### src/design/rpn_pkg.sv
// ----------------------------------------------------------------------------
// rpn_pkg: shared types and constants of the RPN stack calculator
// Character codes, command and status encodings, and the front/back and
// divider interface structs.
// ----------------------------------------------------------------------------
`timescale 1ns / 1ps

package rpn_pkg;

  localparam int unsigned STACK_DEPTH = 64;
  localparam int unsigned DATA_W      = 32;
  localparam int unsigned CHAR_W      = 8;
  localparam int unsigned STATUS_W    = 3;
  localparam int unsigned DIGIT_W     = 4;
  localparam int unsigned CNT_W       = $clog2(STACK_DEPTH + 1);
  localparam int unsigned ADDR_W      = $clog2(STACK_DEPTH);
  localparam int unsigned CMD_DEPTH   = 2;
  localparam int unsigned CMD_PTR_W   = $clog2(CMD_DEPTH);
  localparam int unsigned CMD_FILL_W  = $clog2(CMD_DEPTH + 1);
  localparam int unsigned STEP_W      = $clog2(DATA_W);

  localparam logic [CHAR_W-1:0] CH_ZERO    = 8'h30;
  localparam logic [CHAR_W-1:0] CH_NINE    = 8'h39;
  localparam logic [CHAR_W-1:0] CH_DOT     = 8'h2E;
  localparam logic [CHAR_W-1:0] CH_PLUS    = 8'h2B;
  localparam logic [CHAR_W-1:0] CH_MINUS   = 8'h2D;
  localparam logic [CHAR_W-1:0] CH_STAR    = 8'h2A;
  localparam logic [CHAR_W-1:0] CH_SLASH   = 8'h2F;
  localparam logic [CHAR_W-1:0] CH_PERCENT = 8'h25;
  localparam logic [CHAR_W-1:0] CH_TILDE   = 8'h7E;
  localparam logic [CHAR_W-1:0] CH_QUIT    = 8'h71;
  localparam logic [CHAR_W-1:0] CH_SPACE   = 8'h20;
  localparam logic [CHAR_W-1:0] CH_NEWLINE = 8'h0A;

  typedef enum logic [3:0] {
    OP_PUSH  = 4'd0,
    OP_POP   = 4'd1,
    OP_NEG   = 4'd2,
    OP_CLEAR = 4'd3,
    OP_ADD   = 4'd4,
    OP_SUB   = 4'd5,
    OP_MUL   = 4'd6,
    OP_DIV   = 4'd7,
    OP_MOD   = 4'd8,
    OP_BAD   = 4'd9
  } op_e;

  typedef enum logic [STATUS_W-1:0] {
    ST_SHOWN   = 3'd0,
    ST_EMPTY   = 3'd1,
    ST_ERROR   = 3'd2,
    ST_FULL    = 3'd3,
    ST_DIVZERO = 3'd4
  } status_e;

  typedef struct packed {
    op_e               op;
    logic [DIGIT_W-1:0] digit;
  } cmd_t;

  typedef struct packed {
    logic              start;
    logic              is_mod;
    logic [DATA_W-1:0] dividend;
    logic [DATA_W-1:0] divisor;
  } div_req_t;

  typedef struct packed {
    logic              done;
    logic [DATA_W-1:0] result;
  } div_rsp_t;

endpackage

### src/design/rpn_ram.sv
// ----------------------------------------------------------------------------
// rpn_ram: generic single-write, single-read RAM
// One write port and one read port with registered read data.
// ----------------------------------------------------------------------------
`timescale 1ns / 1ps

module rpn_ram #(
  parameter  int unsigned WIDTH = 32,
  parameter  int unsigned DEPTH = 64,
  localparam int unsigned AW    = $clog2(DEPTH)
) (
  input  logic             clk_i,
  input  logic             we_i,
  input  logic [AW-1:0]    waddr_i,
  input  logic [WIDTH-1:0] wdata_i,
  input  logic [AW-1:0]    raddr_i,
  output logic [WIDTH-1:0] rdata_o
);

  logic [WIDTH-1:0] mem_q [DEPTH];
  logic [WIDTH-1:0] rdata_q;

  always_ff @(posedge clk_i) begin
    if (we_i) begin
      mem_q[waddr_i] <= wdata_i;
    end
    rdata_q <= mem_q[raddr_i];
  end

  assign rdata_o = rdata_q;

endmodule

### src/design/rpn_front.sv
// ----------------------------------------------------------------------------
// rpn_front: character decoder and command queue
// Classifies each transferred character into a command and queues it for
// the execution side. Blank characters are dropped here.
// ----------------------------------------------------------------------------
`timescale 1ns / 1ps

module rpn_front import rpn_pkg::*; (
  input  logic              clk_i,
  input  logic              rst_ni,
  input  logic              push,
  input  logic [CHAR_W-1:0] char_code_i,
  output logic              full,
  output logic              cmd_valid_o,
  output cmd_t              cmd_o,
  input  logic              cmd_pop_i
);

  cmd_t                  entries_q [CMD_DEPTH];
  logic [CMD_PTR_W-1:0]  wptr_q, wptr_d;
  logic [CMD_PTR_W-1:0]  rptr_q, rptr_d;
  logic [CMD_FILL_W-1:0] fill_q, fill_d;
  cmd_t                  dec_cmd;
  logic                  dec_skip;
  logic                  wr_en;
  logic                  rd_en;

  always_comb begin
    dec_cmd.op    = OP_BAD;
    dec_cmd.digit = char_code_i[DIGIT_W-1:0];
    dec_skip      = 1'b0;
    unique case (char_code_i) inside
      [CH_ZERO:CH_NINE]:    dec_cmd.op = OP_PUSH;
      CH_DOT:               dec_cmd.op = OP_POP;
      CH_TILDE:             dec_cmd.op = OP_NEG;
      CH_QUIT:              dec_cmd.op = OP_CLEAR;
      CH_PLUS:              dec_cmd.op = OP_ADD;
      CH_MINUS:             dec_cmd.op = OP_SUB;
      CH_STAR:              dec_cmd.op = OP_MUL;
      CH_SLASH:             dec_cmd.op = OP_DIV;
      CH_PERCENT:           dec_cmd.op = OP_MOD;
      CH_SPACE, CH_NEWLINE: dec_skip   = 1'b1;
      default:              dec_cmd.op = OP_BAD;
    endcase
  end

  assign full        = (fill_q == CMD_FILL_W'(CMD_DEPTH));
  assign cmd_valid_o = (fill_q != '0);
  assign cmd_o       = entries_q[rptr_q];
  assign wr_en       = push && !full && !dec_skip;
  assign rd_en       = cmd_pop_i && cmd_valid_o;

  always_comb begin
    wptr_d = wptr_q;
    rptr_d = rptr_q;
    fill_d = fill_q;
    if (wr_en) begin
      wptr_d = (wptr_q == CMD_PTR_W'(CMD_DEPTH - 1)) ? '0 : wptr_q + CMD_PTR_W'(1);
    end
    if (rd_en) begin
      rptr_d = (rptr_q == CMD_PTR_W'(CMD_DEPTH - 1)) ? '0 : rptr_q + CMD_PTR_W'(1);
    end
    if (wr_en && !rd_en) begin
      fill_d = fill_q + CMD_FILL_W'(1);
    end else if (rd_en && !wr_en) begin
      fill_d = fill_q - CMD_FILL_W'(1);
    end
  end

  always_ff @(posedge clk_i or negedge rst_ni) begin
    if (!rst_ni) begin
      wptr_q <= '0;
      rptr_q <= '0;
      fill_q <= '0;
    end else begin
      wptr_q <= wptr_d;
      rptr_q <= rptr_d;
      fill_q <= fill_d;
    end
  end

  always_ff @(posedge clk_i) begin
    if (wr_en) begin
      entries_q[wptr_q] <= dec_cmd;
    end
  end

endmodule

### src/design/rpn_divider.sv
// ----------------------------------------------------------------------------
// rpn_divider: iterative signed divider
// Restoring division on magnitudes, one quotient bit per cycle, then a sign
// fix. Returns the truncated quotient or the remainder.
// ----------------------------------------------------------------------------
`timescale 1ns / 1ps

module rpn_divider import rpn_pkg::*; (
  input  logic     clk_i,
  input  logic     rst_ni,
  input  div_req_t req_i,
  output div_rsp_t rsp_o
);

  typedef enum logic [2:0] {
    D_IDLE = 3'b001,
    D_RUN  = 3'b010,
    D_FIX  = 3'b100
  } div_state_e;

  div_state_e        state_q, state_d;
  logic [STEP_W-1:0] step_q, step_d;
  logic [DATA_W-1:0] rem_q, rem_d;
  logic [DATA_W-1:0] quo_q, quo_d;
  logic [DATA_W-1:0] dsr_q, dsr_d;
  logic              neg_q, neg_d;
  logic              mod_q, mod_d;
  logic [DATA_W-1:0] result_q, result_d;
  logic              done_q, done_d;
  logic [DATA_W:0]   trial;
  logic [DATA_W-1:0] mag;

  assign trial = {rem_q, quo_q[DATA_W-1]} - {1'b0, dsr_q};
  assign mag   = mod_q ? rem_q : quo_q;

  always_comb begin
    state_d  = state_q;
    step_d   = step_q;
    rem_d    = rem_q;
    quo_d    = quo_q;
    dsr_d    = dsr_q;
    neg_d    = neg_q;
    mod_d    = mod_q;
    result_d = result_q;
    done_d   = 1'b0;
    unique case (state_q)
      D_IDLE: begin
        if (req_i.start) begin
          quo_d   = req_i.dividend[DATA_W-1] ? -req_i.dividend : req_i.dividend;
          dsr_d   = req_i.divisor[DATA_W-1] ? -req_i.divisor : req_i.divisor;
          rem_d   = '0;
          mod_d   = req_i.is_mod;
          neg_d   = req_i.is_mod ? req_i.dividend[DATA_W-1]
                                 : (req_i.dividend[DATA_W-1] ^ req_i.divisor[DATA_W-1]);
          step_d  = '0;
          state_d = D_RUN;
        end
      end
      D_RUN: begin
        if (!trial[DATA_W]) begin
          rem_d = trial[DATA_W-1:0];
          quo_d = {quo_q[DATA_W-2:0], 1'b1};
        end else begin
          rem_d = {rem_q[DATA_W-2:0], quo_q[DATA_W-1]};
          quo_d = {quo_q[DATA_W-2:0], 1'b0};
        end
        step_d = step_q + STEP_W'(1);
        if (step_q == STEP_W'(DATA_W - 1)) begin
          state_d = D_FIX;
        end
      end
      D_FIX: begin
        result_d = neg_q ? -mag : mag;
        done_d   = 1'b1;
        state_d  = D_IDLE;
      end
      default: state_d = D_IDLE;
    endcase
  end

  always_ff @(posedge clk_i or negedge rst_ni) begin
    if (!rst_ni) begin
      state_q <= D_IDLE;
      done_q  <= 1'b0;
    end else begin
      state_q <= state_d;
      done_q  <= done_d;
    end
  end

  always_ff @(posedge clk_i) begin
    step_q   <= step_d;
    rem_q    <= rem_d;
    quo_q    <= quo_d;
    dsr_q    <= dsr_d;
    neg_q    <= neg_d;
    mod_q    <= mod_d;
    result_q <= result_d;
  end

  assign rsp_o.done   = done_q;
  assign rsp_o.result = result_q;

endmodule

### src/design/rpn_back.sv
// ----------------------------------------------------------------------------
// rpn_back: stack execution unit
// Carries out queued commands on the stack: top value in a register, the
// values beneath it in RAM. Holds one finished result for the output side.
// ----------------------------------------------------------------------------
`timescale 1ns / 1ps

module rpn_back import rpn_pkg::*; (
  input  logic                clk_i,
  input  logic                rst_ni,
  input  logic                cmd_valid_i,
  input  cmd_t                cmd_i,
  output logic                cmd_pop_o,
  output div_req_t            div_req_o,
  input  div_rsp_t            div_rsp_i,
  output logic                ram_we_o,
  output logic [ADDR_W-1:0]   ram_waddr_o,
  output logic [DATA_W-1:0]   ram_wdata_o,
  output logic [ADDR_W-1:0]   ram_raddr_o,
  input  logic [DATA_W-1:0]   ram_rdata_i,
  output logic                empty,
  input  logic                pop,
  output logic [STATUS_W-1:0] status_o,
  output logic [DATA_W-1:0]   value_o
);

  typedef enum logic [4:0] {
    S_IDLE = 5'b00001,
    S_LOAD = 5'b00010,
    S_OPER = 5'b00100,
    S_WB   = 5'b01000,
    S_DIV  = 5'b10000
  } back_state_e;

  back_state_e       state_q, state_d;
  logic [CNT_W-1:0]  count_q, count_d;
  op_e               op_q, op_d;
  logic [DATA_W-1:0] tos_q, tos_d;
  logic [DATA_W-1:0] r_q, r_d;
  logic              res_valid_q, res_valid_d;
  status_e           res_status_q, res_status_d;
  logic [DATA_W-1:0] res_value_q, res_value_d;
  logic [CNT_W-1:0]  cnt_m1;
  logic [CNT_W-1:0]  cnt_m2;

  assign cnt_m1 = count_q - CNT_W'(1);
  assign cnt_m2 = count_q - CNT_W'(2);

  assign ram_waddr_o = cnt_m1[ADDR_W-1:0];
  assign ram_raddr_o = cnt_m2[ADDR_W-1:0];
  assign ram_wdata_o = tos_q;

  always_comb begin
    state_d             = state_q;
    count_d             = count_q;
    op_d                = op_q;
    tos_d               = tos_q;
    r_d                 = r_q;
    res_valid_d         = res_valid_q && !pop;
    res_status_d        = res_status_q;
    res_value_d         = res_value_q;
    cmd_pop_o           = 1'b0;
    ram_we_o            = 1'b0;
    div_req_o.start     = 1'b0;
    div_req_o.is_mod    = (op_q == OP_MOD);
    div_req_o.dividend  = tos_q;
    div_req_o.divisor   = ram_rdata_i;
    unique case (state_q)
      S_IDLE: begin
        if (cmd_valid_i && !res_valid_q) begin
          cmd_pop_o   = 1'b1;
          op_d        = cmd_i.op;
          res_value_d = '0;
          unique case (cmd_i.op) inside
            OP_PUSH: begin
              if (count_q == CNT_W'(STACK_DEPTH)) begin
                res_valid_d  = 1'b1;
                res_status_d = ST_FULL;
              end else begin
                // spill the old top below the new one
                ram_we_o = (count_q != '0);
                tos_d    = {{(DATA_W - DIGIT_W){1'b0}}, cmd_i.digit};
                count_d  = count_q + CNT_W'(1);
              end
            end
            OP_POP: begin
              res_valid_d = 1'b1;
              if (count_q == '0) begin
                res_status_d = ST_EMPTY;
              end else begin
                res_status_d = ST_SHOWN;
                res_value_d  = tos_q;
                count_d      = cnt_m1;
                if (count_q >= CNT_W'(2)) begin
                  state_d = S_LOAD;
                end
              end
            end
            OP_NEG: begin
              if (count_q == '0) begin
                res_valid_d  = 1'b1;
                res_status_d = ST_ERROR;
              end else begin
                tos_d = -tos_q;
              end
            end
            OP_CLEAR: count_d = '0;
            OP_ADD, OP_SUB, OP_MUL, OP_DIV, OP_MOD: begin
              if (count_q < CNT_W'(2)) begin
                res_valid_d  = 1'b1;
                res_status_d = ST_ERROR;
              end else begin
                state_d = S_OPER;
              end
            end
            default: begin
              res_valid_d  = 1'b1;
              res_status_d = ST_ERROR;
            end
          endcase
        end
      end
      S_LOAD: begin
        tos_d   = ram_rdata_i;
        state_d = S_IDLE;
      end
      S_OPER: begin
        state_d = S_WB;
        case (op_q)
          OP_ADD:  r_d = tos_q + ram_rdata_i;
          OP_SUB:  r_d = tos_q - ram_rdata_i;
          OP_MUL:  r_d = tos_q * ram_rdata_i;
          default: begin
            if (ram_rdata_i == '0) begin
              res_valid_d  = 1'b1;
              res_status_d = ST_DIVZERO;
              res_value_d  = '0;
              state_d      = S_IDLE;
            end else begin
              div_req_o.start = 1'b1;
              state_d         = S_DIV;
            end
          end
        endcase
      end
      S_WB: begin
        tos_d   = ((op_q == OP_SUB) && r_q[DATA_W-1]) ? -r_q : r_q;
        count_d = cnt_m1;
        state_d = S_IDLE;
      end
      S_DIV: begin
        if (div_rsp_i.done) begin
          tos_d   = div_rsp_i.result;
          count_d = cnt_m1;
          state_d = S_IDLE;
        end
      end
      default: state_d = S_IDLE;
    endcase
  end

  always_ff @(posedge clk_i or negedge rst_ni) begin
    if (!rst_ni) begin
      state_q     <= S_IDLE;
      count_q     <= '0;
      res_valid_q <= 1'b0;
    end else begin
      state_q     <= state_d;
      count_q     <= count_d;
      res_valid_q <= res_valid_d;
    end
  end

  always_ff @(posedge clk_i) begin
    op_q         <= op_d;
    tos_q        <= tos_d;
    r_q          <= r_d;
    res_status_q <= res_status_d;
    res_value_q  <= res_value_d;
  end

  assign empty    = !res_valid_q;
  assign status_o = res_status_q;
  assign value_o  = res_value_q;

endmodule

### src/design/rpn_stack_calculator.sv
// ----------------------------------------------------------------------------
// rpn_stack_calculator: postfix calculator on a stack of 32-bit integers
// Top level: character front end, command queue, stack execution unit,
// iterative divider and stack RAM.
// ----------------------------------------------------------------------------
// Characters enter through a queue-style port (push/full) and results leave
// through another (empty/pop). Digits push their value, '.' pops and shows
// the top, + - * / % combine the two top values (top is the left operand,
// '-' gives the absolute difference), '~' negates the top, 'q' clears the
// stack, blanks are dropped. The front end takes one character per cycle
// while not full into a two-entry command queue, which fills while a result
// waits. The execution side works one command at a time: push, negate,
// clear, a pop of the last value and decode errors end in the idle state;
// a pop that exposes a stored value adds a RAM load state; divide or modulo
// by zero ends in the operand state; add, subtract and multiply then write
// back; divide and modulo wait on the divider's one-bit-per-cycle loop over
// 32 bits. While a result waits, no command starts; execution resumes once
// that result has been popped. No clearing pass runs after reset; the stack
// RAM is only read at entries that a push has written.
// ----------------------------------------------------------------------------
`timescale 1ns / 1ps

module rpn_stack_calculator import rpn_pkg::*; (
  input  logic                       clk_i,
  input  logic                       rst_ni,
  input  logic                       push,
  output logic                       full,
  input  logic [CHAR_W-1:0]          char_code_i,
  output logic                       empty,
  input  logic                       pop,
  output logic [STATUS_W-1:0]        status_o,
  output logic signed [DATA_W-1:0]   value_o
);

  // front to back command transfer
  logic     cmd_valid;
  cmd_t     cmd;
  logic     cmd_pop;

  // divider handshake
  div_req_t div_req;
  div_rsp_t div_rsp;

  // stack RAM holds every value below the top
  logic              ram_we;
  logic [ADDR_W-1:0] ram_waddr;
  logic [DATA_W-1:0] ram_wdata;
  logic [ADDR_W-1:0] ram_raddr;
  logic [DATA_W-1:0] ram_rdata;
  logic [DATA_W-1:0] value;

  rpn_front u_front (
    .clk_i       (clk_i),
    .rst_ni      (rst_ni),
    .push        (push),
    .char_code_i (char_code_i),
    .full        (full),
    .cmd_valid_o (cmd_valid),
    .cmd_o       (cmd),
    .cmd_pop_i   (cmd_pop)
  );

  rpn_back u_back (
    .clk_i       (clk_i),
    .rst_ni      (rst_ni),
    .cmd_valid_i (cmd_valid),
    .cmd_i       (cmd),
    .cmd_pop_o   (cmd_pop),
    .div_req_o   (div_req),
    .div_rsp_i   (div_rsp),
    .ram_we_o    (ram_we),
    .ram_waddr_o (ram_waddr),
    .ram_wdata_o (ram_wdata),
    .ram_raddr_o (ram_raddr),
    .ram_rdata_i (ram_rdata),
    .empty       (empty),
    .pop         (pop),
    .status_o    (status_o),
    .value_o     (value)
  );

  rpn_divider u_divider (
    .clk_i  (clk_i),
    .rst_ni (rst_ni),
    .req_i  (div_req),
    .rsp_o  (div_rsp)
  );

  rpn_ram #(
    .WIDTH (DATA_W),
    .DEPTH (STACK_DEPTH)
  ) u_stack_ram (
    .clk_i   (clk_i),
    .we_i    (ram_we),
    .waddr_i (ram_waddr),
    .wdata_i (ram_wdata),
    .raddr_i (ram_raddr),
    .rdata_o (ram_rdata)
  );

  assign value_o = signed'(value);

endmodule

### config.mk
export PLATFORM = sky130hd
export DESIGN_NAME = rpn_stack_calculator
export DESIGN_NICKNAME = d
export VERILOG_FILES = /design/src/design/rpn_pkg.sv /design/src/design/rpn_ram.sv /design/src/design/rpn_front.sv /design/src/design/rpn_divider.sv /design/src/design/rpn_back.sv /design/src/design/rpn_stack_calculator.sv
export SDC_FILE = /design/constraint.sdc
export NUM_CORES = 2
export LEC_CHECK = 0
export ABC_AREA = 1
export BUFFER_PORTS_ARGS = -buffer_cell sky130_fd_sc_hd__buf_2
export CORE_MARGIN = 1
export CORE_UTILIZATION = 65
export DETAILED_ROUTE_END_ITERATION = 8
export PLACE_DENSITY = 0.87
export SLEW_MARGIN = 25
export SYNTH_ARGS = -nofsm -noshare
export SYNTH_HDL_FRONTEND = slang
export SYNTH_HIERARCHICAL = 1
export SYNTH_SLANG_ARGS = --single-unit
export TNS_END_PERCENT = 10
### constraint.sdc
create_clock -name clk_i -period 21.7 [get_ports clk_i]
set_input_delay 3.255 -clock clk_i [delete_from_list [all_inputs] [get_ports clk_i]]
set_output_delay 3.255 -clock clk_i [all_outputs]
set_load 0.05 [all_outputs]
### Word-level counts from Yosys, hierarchy flattened

Memory sizes are Yosys's and may differ from the RTL's. A register that Yosys moved wholly into a read port is not among the register bits.
Index checks and enable logic that the tools add are counted.

| word-level totals | value |
|---|---|
| bits in registers | 259 |
| RAM bits | 2,064 |
| input port bits | 12 |
| output and inout port bits | 37 |
| logic and storage cells | 216 |
| memories | 2 |

Memories:

| memory | depth | width | read ports | clocked after memory_dff | write ports | RTL line | source |
|---|---|---|---|---|---|---|---|
| u_stack_ram.mem_q | 64 | 32 | 1 | 1 | 1 | rpn_ram.sv:20 | `logic [WIDTH-1:0] mem_q [DEPTH];` |
| u_front.entries_q | 2 | 8 | 1 | 0 | 1 | rpn_front.sv:19 | `cmd_t entries_q [CMD_DEPTH];` |

| cells by class | value |
|---|---|
| add/sub/neg operators | 15 |
| $mul | 1 |
| $lt $le $gt $ge | 4 |
| equal/unequal tests | 51 |
| muxes and demuxes | 82 |
| bitwise logic cells | 1 |
| reduce and logical (&&, ||, !) cells | 39 |

Operator list:

| operator | number |
|---|---|
| 32-bit 2-to-1 mux | 16 |
| 32-bit case mux with 2 select lines | 4 |
| 32-bit negation | 4 |
| 32-bit case mux with 4 select lines | 1 |
| 32-bit case mux with 3 select lines | 1 |
| 8-bit by 6-bit == test with 1-bit output, second input constant | 7 |
| 7-bit case mux with 3 select lines | 2 |
| 5-bit 2-to-1 mux | 8 |
| 4-bit case mux with 9 select lines | 1 |
| 33-bit by 32-bit subtractor with 33-bit output | 1 |
| 32-bit adder | 1 |
| 32-bit zero test | 1 |
| 32-bit by 32-bit multiplier with 32-bit output | 1 |
| 32-bit subtractor | 1 |
| 31-bit 2-to-1 mux | 1 |
| 4-bit by 3-bit == test with 1-bit output, second input constant | 7 |
| 7-bit 2-to-1 mux | 4 |
| 1-bit 2-to-1 mux | 26 |
| 3-bit 2-to-1 mux | 8 |
| 5-bit case mux with 2 select lines | 2 |
| 3-bit != test, second input constant | 6 |
| 6-bit AND reduction | 3 |
| 8-bit by 7-bit == test with 1-bit output, second input constant | 2 |
| 3-bit case mux with 5 select lines | 1 |
| other kinds (50) | 84 |

### Longest topological paths before layout

| depth | value |
|---|---|
| depth in word-level cells | 9 |
| mapped depth | 34 |

### Cells and area by module

The synthesis kept the hierarchy.

By module, submodules not included:

| module | times used | cells each | area an instance (sq um) |
|---|---|---|---|
| rpn_ram | 1 | 6,770 | 82,740.6 |
| rpn_back | 1 | 3,789 | 27,352.5 |
| rpn_divider | 1 | 1,627 | 11,295.8 |
| rpn_front | 1 | 120 | 1,026.0 |

### Worst setup path before layout

No wires, ideal clock.

| timing | value |
|---|---|
| path type | register -> register |
| from | register u_stack_ram.rdata_q[5] (netlist: u_stack_ram/rdata_o[5]), read port of u_stack_ram.mem_q |
| to | register u_back.r_q[24] (data pin) |
| setup time | 0.254 ns |
| arrival time | 6.732 ns |
| data required time | 21.446 ns |
| setup slack | 14.714 ns |
| cell stages (with the launch flop) | 27 |
| clock period less this slack | 6.986 ns |
| cell sequence | dfxtp_1 clkbuf_1 buf_1 nand2_1 inv_1 fa_1 fa_1 fa_1 inv_1 fa_1 inv_1 fa_1 inv_1 fa_1 inv_1 fa_1 inv_1 fa_1 inv_1 ha_1 nand2_1 nor4_1 nand4_1 nand3_1 a21o_1 a21oi_1 a21o_1 |

| on the way | value |
|---|---|
| longest elaborated chain between the ends | 2 |
| elaborated cells between the ends (all ways) | 4 |

Ends and longest elaborated chain:

| element | RTL line | source |
|---|---|---|
| start, declared | rpn_ram.sv:21 | `logic [WIDTH-1:0] rdata_q;` |
| 32-bit by 32-bit multiplier with 32-bit output, or another cell as far along | rpn_back.sv:132 | `OP_MUL: r_d = tos_q * ram_rdata_i;` |
| 32-bit case mux with 3 select lines * | rpn_back.sv:129 | `case (op_q)` |
| end signal, assigned | rpn_back.sv:177 | `r_q <= r_d;` |
| end, declared | rpn_back.sv:39 | `logic [DATA_W-1:0] r_q, r_d;` |

Every way passes the cells marked *; elsewhere a longest branch is shown, timed or not.
A chain may end at the register's enable or synchronous reset.

### Final worst setup path

| timing | value |
|---|---|
| from | register u_back.tos_q[7] (netlist: u_back/ram_wdata_o[7]) |
| to | register u_back.r_q[24] (data pin) |

| on the way | value |
|---|---|
| longest elaborated chain between the ends | 2 |
| elaborated cells between the ends (all ways) | 4 |

Ends and longest elaborated chain:

| element | RTL line | source |
|---|---|---|
| start, declared | rpn_back.sv:38 | `logic [DATA_W-1:0] tos_q, tos_d;` |
| start signal, assigned | rpn_back.sv:176 | `tos_q <= tos_d;` |
| 32-bit by 32-bit multiplier with 32-bit output, or another cell as far along | rpn_back.sv:132 |  |
| 32-bit case mux with 3 select lines * | rpn_back.sv:129 |  |

Marks and branches as above.

==> results.cfg <==
[placed_design]
numPortBuffers = 48
place.gp.congestion = 1.02
dpl.hpwl_mm = 239

[timing]
worstMarginPinSlew_ns = 1.16
hold_violations = 0
clock_skew_ns = 0.0809
totalNegativeSetupSlack_ns = 0
grt_setup_unrepaired = false
period_share_pct = 38.7
period_minus_slack_ns = 8.39
max_freq_ghz = 0.119
setup_viol = 0
slew_headroom_pct = 22.8
maxSlewViolCount = 0

[clock_network]
clk_path_buf_depth = 3
hold_buffers = 0
ctsResizeCount = 0
cts_made_buffers = 225
clkLatencyLatePin_ns = 0.92
cts_setup_buffers = 0
cts-root-buf = clkbuf_16
cts_tree = built
clk_pin_slew_ns = 0.06
cts.sinks = 2355
htree_levels = 4

[worst_hold_path]
hp-start = u_front/wptr_q
hold_depth = 2
hp-class = reg2reg

[logic_synthesis]
async_reset_ff_share_pct = 0.892
synth-edff-count = 2302
synthTopCellsByArea = edfxtp_1, nand2_1, nand3_1
yosysTopAreaCell = edfxtp_1
netlist.area_leader.share_pct = 56.5
synth.distinct_cells = 73
synth_nets = 12900
synth_cells = 12300
ys_ff_latch = 2355
ys_seq_area_share_pct = 57.4
synth.avg_cell_area_um2 = 9.95
netlist_area_mm2 = 0.122
yosys_most_used_dff = edfxtp_1
synth_warnings = 6

[route]
wl_per_cell_um = 26.9
drtAntennaViolNets = 0
vias_per_cell = 6.49
drt_wl_total_mm = 398
drt_iter0_drc = 16800
dr.pass1.iters = 8
drc = 0
vias = 95900

[global_routing]
grt_pass1_wl_mm = 579
grtUsageTotal_pct = 41.3
grt_overflow = 0
grt_max_degree = 211
grt_pass1_vias = 93800
antenna_found_initial = 17

[setup_path]
cp.arrival_ns = 8.99
crit_path_top_delay_cell = buf_4
worst_ep_required_time_ns = 22.30
worstSetupStartpoint = u_back/ram_wdata_o[7]
reg2reg_from = u_back/ram_wdata_o[7]
cp_slowest_stage_delay_ns = 0.83
end_kind = flip-flop
critPathTopFamily = adder cells
path_buf_inv = 8
startpoint_type = flip-flop
critPathKind = reg2reg
cp.depth = 25
crit_top_cell = fa_1
cp_max_fo = 58
rr_worst_depth = 25

[final_layout]
nFillCells = 12300
drive_above_1_share_pct = 6.77
fin_nets = 12700
syn_to_final_growth_pct = 7.81

[floorplanning]
initial_core_util_pct = 65.7
core_area_mm2 = 0.186
die_height_um = 436
rows = 158
io_pins = 49
die_w_um = 436
dieArea_mm2 = 0.190

[job]
maxCapViolCount = 0

[run_status]
status = finished clean
-- tightest hold or removal path, cell delays in order, from the launching register on --
cell and delay (ns):
dfrtp_1 0.35, nand2_1 0.06, nand2_1 0.06
-- per-layer routing --
metal  track usage (%)  wire [µm]  share of wire (%)  vias up
met2              61.3     174000                 44     8723
met3              13.3      65200                 16     1728
met4              22.8      25300                6.4       20
li1                  -          -                  -    40300
met1              54.0     134000                 34    45100
met5                 0        130              0.033        -
-- synthesized netlist by cell type (all sizes together) (22+ instances only) --
library cell,number
a21oi,153
buf,527
clkbuf,186
dfxtp,32
edfxtp,2302
fa,410
ha,203
inv,1369
nand2,3745
nand3,2156
nand3b,22
nand4,64
nor2,523
nor3,62
nor4,23
o2111ai,25
o21ai,205
xnor2,53
xor2,109
-- registers in the layout, summed over array words and instances, names as in the netlist, 2 cells and up, named ones only --
register / count
u_back/count_q: 7
u_back/op_q: 4
u_divider/rem_q: 32
u_back/r_q: 32
u_stack_ram/rdata_o: 32
u_back/state_q: 5
u_front/fill_q: 2
u_divider/state_q: 3
u_back/value_o: 32
u_divider/dsr_q: 32
u_front/entries_q: 16
u_stack_ram/mem_q: 2048
u_divider/result_q: 32
u_back/ram_wdata_o: 31
u_divider/quo_q: 32
u_back/status_o: 3
u_divider/step_q: 5
-- layout by cell type (no fill, tap or decap), drive strengths merged, types with 3 or more instances in the layout --
| cell | synthesis | final |
|---|---|---|
| inv | 1369 | 1381 |
| clkinv | 2 | 103 |
| and2 | 6 | 6 |
| edfxtp | 2302 | 2302 |
| o221ai | 4 | 4 |
| a21o | 18 | 18 |
| o211ai | 6 | 6 |
| xor2 | 109 | 109 |
| fa | 410 | 410 |
| clkbuf | 186 | 281 |
| a221oi | 3 | 3 |
| dfxtp | 32 | 32 |
| o21ai | 205 | 205 |
| nor4 | 23 | 23 |
| bufinv | 0 | 21 |
| nand3 | 2156 | 2156 |
| or2 | 16 | 16 |
| nand2 | 3745 | 3745 |
| clkinvlp | 0 | 7 |
| ha | 203 | 203 |
| nor3b | 3 | 3 |
| xnor2 | 53 | 53 |
| o21a | 4 | 4 |
| o2111ai | 25 | 25 |
| buf | 527 | 285 |
| nand4 | 64 | 64 |
| a21oi | 153 | 153 |
| o22ai | 5 | 5 |
| nor3 | 62 | 62 |
| o21bai | 11 | 11 |
| and3 | 3 | 3 |
| dfrtp | 19 | 19 |
| nor2 | 523 | 523 |
| o31ai | 5 | 5 |
| a31oi | 16 | 16 |
| nand3b | 22 | 22 |
-- through the flow --
step                      setup slack, ns  cell area [µm²]  cells  hold WS (ns)  utilization, %
after floorplan                     14.71           122000  12300         0.442               -
after global placement              12.99           125000  14400         0.455            66.9
after detailed placement            12.95           125000  14400         0.474            66.9
after CTS                           12.91           132000  14800         0.503            70.8
after global routing                12.97           132000  14800         0.526            70.9
final                               13.31           132000  14800         0.499            70.9
-- final timing paths --
kind | to | slack (ns)
setup / recovery | u_back/r_q[24] | 13.31
hold / removal | u_front/wptr_q | 0.50
setup reg to reg | u_back/r_q[24] | 13.31
hold reg to reg | u_front/wptr_q | 0.50
max in group asynchronous | u_back/count_q[0] | 18.93
min in group asynchronous | u_front/wptr_q | 2.35
-- kinds of logic (layout without fill, tap and decap cells) --
group / Yosys count / after routing / synth area share (%)
AOI/OAI and AO/OA: 468 / 468 / 2.22
xor gates and xnor gates: 162 / 162 / 1.16
adders and majority gates: 613 / 613 / 8.78
buffers and inverters: 2084 / 2078 / 7.19
DFF: 2355 / 2355 / 57.4
other: 0 / 1 / 0
and+or+nand+nor: 6624 / 6624 / 23.2
-- area by class of cell --
cell class                 count  area, µm²  area share, %
antenna                        1       2.50        0.00190
clock buffer                 281       5890           4.46
clock inverter               141       1470           1.12
inverter                    1371       5190           3.94
multi-input combinational   7867      43900           33.2
sequential                  2355      70300           53.3
tap                         2480       3100           2.35
timing repair buffer         285       2130           1.62
Power is not shown: default switching activity piles up to over one toggle a cycle in this logic, so the estimate is an artifact.
